## config.mk

```make
export PLATFORM = sky130hd
export DESIGN_NAME = rbsi_sel
export DESIGN_NICKNAME = d
export VERILOG_FILES = /design/src/rtl/rbsi_pkg.sv /design/src/rtl/rbsi_sel.sv
export SDC_FILE = /design/constraint.sdc
export NUM_CORES = 2
export LEC_CHECK = 0
export BUFFER_PORTS_ARGS = -buffer_cell sky130_fd_sc_hd__buf_2
export CORE_MARGIN = 2
export CORE_UTILIZATION = 41
export CTS_BUF_LIST = sky130_fd_sc_hd__clkbuf_8
export DETAILED_ROUTE_END_ITERATION = 10
export GPL_ROUTABILITY_DRIVEN = 1
export GPL_TIMING_DRIVEN = 0
export SYNTH_ARGS = -nofsm -noshare
export SYNTH_HDL_FRONTEND = slang
export SYNTH_SLANG_ARGS = --single-unit
```

## constraint.sdc

```tcl
create_clock -name clk -period 10.1 [get_ports clk]
set_input_delay 1.01 -clock clk [delete_from_list [all_inputs] [get_ports clk]]
set_output_delay 1.01 -clock clk [all_outputs]
set_load 0.02 [all_outputs]
```

## src/rtl/rbsi_pkg.sv

```systemverilog
// rbsi_pkg: shared constants, face codes and control structs for the ray/box slab intersector
// no dependencies
`default_nettype none

package rbsi_pkg;

	// coordinate format
	localparam int COORD_WIDTH_DEF = 32;
	localparam int FRAC_BITS       = 16;

	// epsilon register
	localparam int                   EPS_WIDTH = 16;
	localparam logic [EPS_WIDTH-1:0] EPS_RESET = 16'd1;

	// face codes
	typedef logic [2:0] face_t;
	localparam face_t FACE_PX = 3'd0;
	localparam face_t FACE_NX = 3'd1;
	localparam face_t FACE_PY = 3'd2;
	localparam face_t FACE_NY = 3'd3;
	localparam face_t FACE_PZ = 3'd4;
	localparam face_t FACE_NZ = 3'd5;

	// face on the plus and minus side of each axis
	localparam face_t FACE_PLUS  [3] = '{FACE_PX, FACE_PY, FACE_PZ};
	localparam face_t FACE_MINUS [3] = '{FACE_NX, FACE_NY, FACE_NZ};

	// per-item slab flags traveling beside the dividers
	typedef struct packed {
		logic       valid;
		logic       rej;
		logic [2:0] dzero;
		logic [2:0] dpos;
		logic [5:0] neg;
	} slab_ctl_t;

	// item control after entry/exit selection
	typedef struct packed {
		logic  valid;
		logic  hit;
		face_t face;
	} ctl_t;

endpackage

`default_nettype wire

```

## src/rtl/rbsi_sel.sv

```systemverilog
// rbsi_sel: signs and caps the six face times, picks latest entry and earliest exit, decides hit
// depends on rbsi_pkg; two register stages
`default_nettype none

module rbsi_sel #(
	parameter int QW = 49
) (
	input  logic                             clk,
	input  logic                             arst_n,
	input  rbsi_pkg::slab_ctl_t              sc_i,
	input  logic [QW-1:0]                    quo_i [6],
	input  logic [rbsi_pkg::EPS_WIDTH-1:0]   eps_i,
	output rbsi_pkg::ctl_t                   ctl_o,
	output logic signed [QW:0]               time_o
);

	import rbsi_pkg::*;

	// face time magnitude cap (only reachable for wide coordinates)
	localparam logic [QW-1:0] QCAP = (QW > 63) ? QW'(64'h7FFF_FFFF_FFFF_FFFF) : {QW{1'b1}};

	logic [QW-1:0]      tc;
	logic signed [QW:0] ts [6];

	logic signed [QW:0] ent_t_s1 [3];
	logic signed [QW:0] ext_t_s1 [3];
	face_t              ent_f_s1 [3];
	face_t              ext_f_s1 [3];
	logic [2:0]         ok_s1;
	logic               rej_s1;
	logic               vld_s1;

	logic signed [QW:0] tin, tout, tsel, epsx;
	face_t              fin, fout, fsel;
	logic               vin, vout, hit_c;

	ctl_t               ctl_s2;
	logic signed [QW:0] time_s2;

	// signed, capped face times
	always_comb begin
		tc = '0;
		for (int f = 0; f < 6; f++) begin
			tc    = (quo_i[f] > QCAP) ? QCAP : quo_i[f];
			ts[f] = sc_i.neg[f] ? -$signed({1'b0, tc}) : $signed({1'b0, tc});
		end
	end

	// stage 1: entry and exit candidate of each axis
	always_ff @(posedge clk or negedge arst_n) begin
		if (!arst_n) begin
			vld_s1 <= 1'b0;
		end else begin
			vld_s1 <= sc_i.valid;
		end
	end

	always_ff @(posedge clk) begin
		rej_s1 <= sc_i.rej;
		ok_s1  <= ~sc_i.dzero;
		for (int a = 0; a < 3; a++) begin
			if (sc_i.dpos[a]) begin
				ent_t_s1[a] <= ts[2*a+1];
				ent_f_s1[a] <= FACE_MINUS[a];
				ext_t_s1[a] <= ts[2*a];
				ext_f_s1[a] <= FACE_PLUS[a];
			end else begin
				ent_t_s1[a] <= ts[2*a];
				ent_f_s1[a] <= FACE_PLUS[a];
				ext_t_s1[a] <= ts[2*a+1];
				ext_f_s1[a] <= FACE_MINUS[a];
			end
		end
	end

	// latest entry, earliest exit; lower face wins ties
	always_comb begin
		vin  = 1'b0;
		vout = 1'b0;
		tin  = '0;
		tout = '0;
		fin  = FACE_PX;
		fout = FACE_PX;
		epsx = $signed({{(QW+1-EPS_WIDTH){1'b0}}, eps_i});
		for (int a = 0; a < 3; a++) begin
			if (ok_s1[a]) begin
				if (!vin || ent_t_s1[a] > tin) begin
					tin = ent_t_s1[a];
					fin = ent_f_s1[a];
					vin = 1'b1;
				end
				if (!vout || ext_t_s1[a] < tout) begin
					tout = ext_t_s1[a];
					fout = ext_f_s1[a];
					vout = 1'b1;
				end
			end
		end
		hit_c = !rej_s1 && vin && vout && (tin < tout) && ((tin > epsx) || (tout > epsx));
		tsel  = (tin > epsx) ? tin : tout;
		fsel  = (tin > epsx) ? fin : fout;
	end

	// stage 2: hit decision
	always_ff @(posedge clk or negedge arst_n) begin
		if (!arst_n) begin
			ctl_s2 <= '0;
		end else begin
			ctl_s2.valid <= vld_s1;
			ctl_s2.hit   <= hit_c;
			ctl_s2.face  <= hit_c ? fsel : FACE_PX;
		end
	end

	always_ff @(posedge clk) begin
		time_s2 <= tsel;
	end

	assign ctl_o  = ctl_s2;
	assign time_o = time_s2;

endmodule

`default_nettype wire

```

==> reports/metrics.cfg <==
[run]
cap_violations=0

[synthesis]
ys_seq_area_share_pct=28.0
netlist_top_cells_count=nand2_1 (364), dfxtp_1 (360), mux2i_1 (300), ha_1 (279), xor2_1 (272)
yosysWarnings=0
avgSynthCellArea_um2=8.71
synthesis.area_um2=26200
async_flop_share_pct=1.64
synth_seq_cells=366
synth_top_area_cell=dfxtp_1
ys_top_cells_by_area=dfxtp_1 (27%), ha_1 (13%), mux2i_1 (11%)
syn_inst=3013
synth.most_common_cell=nand2_1
yosys_most_used_dff=dfxtp_1
synth-edff-count=0
yosysTopAreaCellShare_pct=27.5
ys_types=81
synth_nets=3618

[routing]
via_per_inst=5.59
num_vias=24400
dr.first_iter.drc_count=1804
drc=0
wl_per_cell_um=23.0
detail-route-antenna-nets=0
drt_wl_total_um=101000
dr.pass1.iters=7

[power]
switching_share_pct=40.9
p_clk_share_pct=24.8
power.leakage_nw=14.8
p_per_area_nw_per_um2=186
ir_drop_mv=0.0929
p_comb_share_pct=42.8
p_sw_mw=2.41
power.internal_mw=3.49
pwr-share-seq_pct=32.5
p_total_mw=5.91

[clock_tree]
htreeDepth=2
clockBufferDepth=3
clock_latency_ps=710
cts.clk_slew.worst_paths_ps=70
cts_tree=yes
holdBufCountCts=0
cts.sinks=366
numCtsBuffers=61
root_buffer=clkbuf_8

[cells_and_area]
fin_nets=4084
num-fill-cells=6184
syn2layout_area_growth_pct=20.7
drive_gt1_share_pct=20.8
fin_util_pct=50.1

[floorplanning]
dieArea_um2=66100
die_y_um=257
rows=92
die_w_um=257
core_um2=63200
start_util_pct=41.5
ios=381

[worst_setup_path]
cp_common_cell=clkbuf_8
crit_path_top_delay_cell=or4_4
cp_max_fo=28
worst_setup_path_start_kind=flop
reg2reg_slack_ps=400
r2r_start=ok_s1[0]$_DFF_P_
cp-startpoint=ok_s1[0]$_DFF_P_
critical_path_class=reg -> reg
worstPathArrival_ps=10260
slowest_delay_ps=570
cp_data_required_time_ps=10660
cp-end-kind=flop

[sta]
max_slew_margin_pct=32.5
fmax_mhz=103
setup_viol=0
drv_slew=0
period_needed_ps=9700
finalCritPeriodShare_pct=96.0
hold_viol=0
skew_ps=54.3
worstMarginPinSlew_ps=1000
rsz0062_at_grt=no

[global_routing]
grtUsageTotal_pct=29.6
gr-total-overflow=0
grt-busiest-layer=met2
antenna_found_initial=5
grt_max_degree=19
grtUsageMet2_pct=47.1
grt_pass1_wl_um=147000
grt_pass1_vias=23800
met3_usage_pct=3.38
met1_usage_pct=40.7

[hold_path]
min_path_type=in -> async

[run_status]
status=finished, final reports clean

[placed_design]
port_buffers=377
gp_congestion=0.991
dp_hpwl_um=85400

==> final timing paths <==
kind | end | cells after the start
worst min register to register | ctl_o[4]$_DFF_PN0_ | 0
worst max-delay path | ctl_o[2]$_DFF_PN0_ | 42
max in group asynchronous | ctl_o[3]$_DFF_PN0_ | 1
worst max register to register | ctl_o[2]$_DFF_PN0_ | 42
worst min-delay path | ctl_o[1]$_DFF_PN0_ | 1
min in group clk | ctl_o[4]$_DFF_PN0_ | 0
==> registers in the layout (all words and copies together) (netlist names) <==
name,count
ext_f_s1,3
ent_t_s1,150
vld_s1,1
time_o,50
rej_s1,1
ent_f_s1,3
ok_s1,3
ext_t_s1,150
ctl_o,5
==> critical path, delay by kind of cell (launching register included) <==
kind | cells | cell delay [ps]
flip-flops | 1 | 380
AND/OR/NAND/NOR | 11 | 2560
XOR/XNOR | 1 | 170
adder cells (fa/ha/maj) | 3 | 790
buffers and inverters | 10 | 2100
AO/OA/AOI/OAI | 17 | 3500
==> timing repair <==
action | CTS | global route
resized for setup | 157 | 66
pin swaps | 21 | 18
setup endpoints to repair | 54 | 54
buffers inserted | 24 | 5
cloned | 0 | 0
==> kinds of logic after synthesis <==
group	Yosys count	synth area share [%]
and+or+nand+nor	797	15.4
xor gates and xnor gates	289	9.64
buffers and inverters	279	4.03
adders and majority gates	279	13.3
muxes	353	13.7
AOI/OAI and AO/OA	650	15.9
DFF	366	28.0
==> metrics by stage <==
stage / hold WS [ps] / setup TNS [ps] / cells / cell area [µm²] / setup WS (ps)
finish: 146 / 0 / 4376 / 31700 / 402
global placement: 337 / -317250 / 4236 / 29200 / -6160
detailed placement: 339 / -313370 / 4236 / 29200 / -6120
floorplan: 331 / 0 / 3013 / 26300 / 27.6
CTS: 127 / 0 / 4368 / 31500 / 44.2
global route: 153 / 0 / 4374 / 31700 / 28.6
==> routing by layer <==
metal | share of wire, % | vias to the layer above
li1 | - | 11900
met1 | 45 | 11400
met2 | 44 | 932
met3 | 6.7 | 198
met4 | 4.1 | 4
met5 | 0.018 | -
==> area by class of cell <==
type                            instances  area [µm²]  share of cell area, %
Multi-Input combinational cell       2368       18500                   58.4
Sequential cell                       366        7360                   23.2
Timing Repair Buffer                  406        2120                   6.68
Tap cell                              846        1060                   3.34
Clock buffer                           72         991                   3.13
Buffer                                130         738                   2.33
Inverter                              146         548                   1.73
Clock inverter                         37         367                   1.16
Antenna cell                            5        12.5                 0.0395
==> cell usage in the layout, fill, tap and decap left out, types with 57 or more instances in the layout <==
cell | Yosys | final
dfxtp_1 | 360 | 359
mux2i_1 | 300 | 298
clkbuf_1 | 109 | 73
clkbuf_8 | 0 | 80
inv_1 | 143 | 151
o31ai_1 | 57 | 57
nand2_1 | 364 | 363
nor2_1 | 86 | 82
xor2_1 | 272 | 272
ha_1 | 279 | 278
o21ai_0 | 253 | 242
buf_2 | 2 | 385
a21oi_1 | 111 | 103
==> power groups by stage <==
stage	clock, mW	sequential [mW]	combinational (mW)
floorplan	0	1.96	1.38
global placement	0	1.93	2.30
global route	1.54	1.93	2.76
finish	1.46	1.92	2.53
detailed placement	0	1.93	2.31
CTS	1.48	1.90	2.45
No activity file was read; power rests on OpenSTA's default activity.
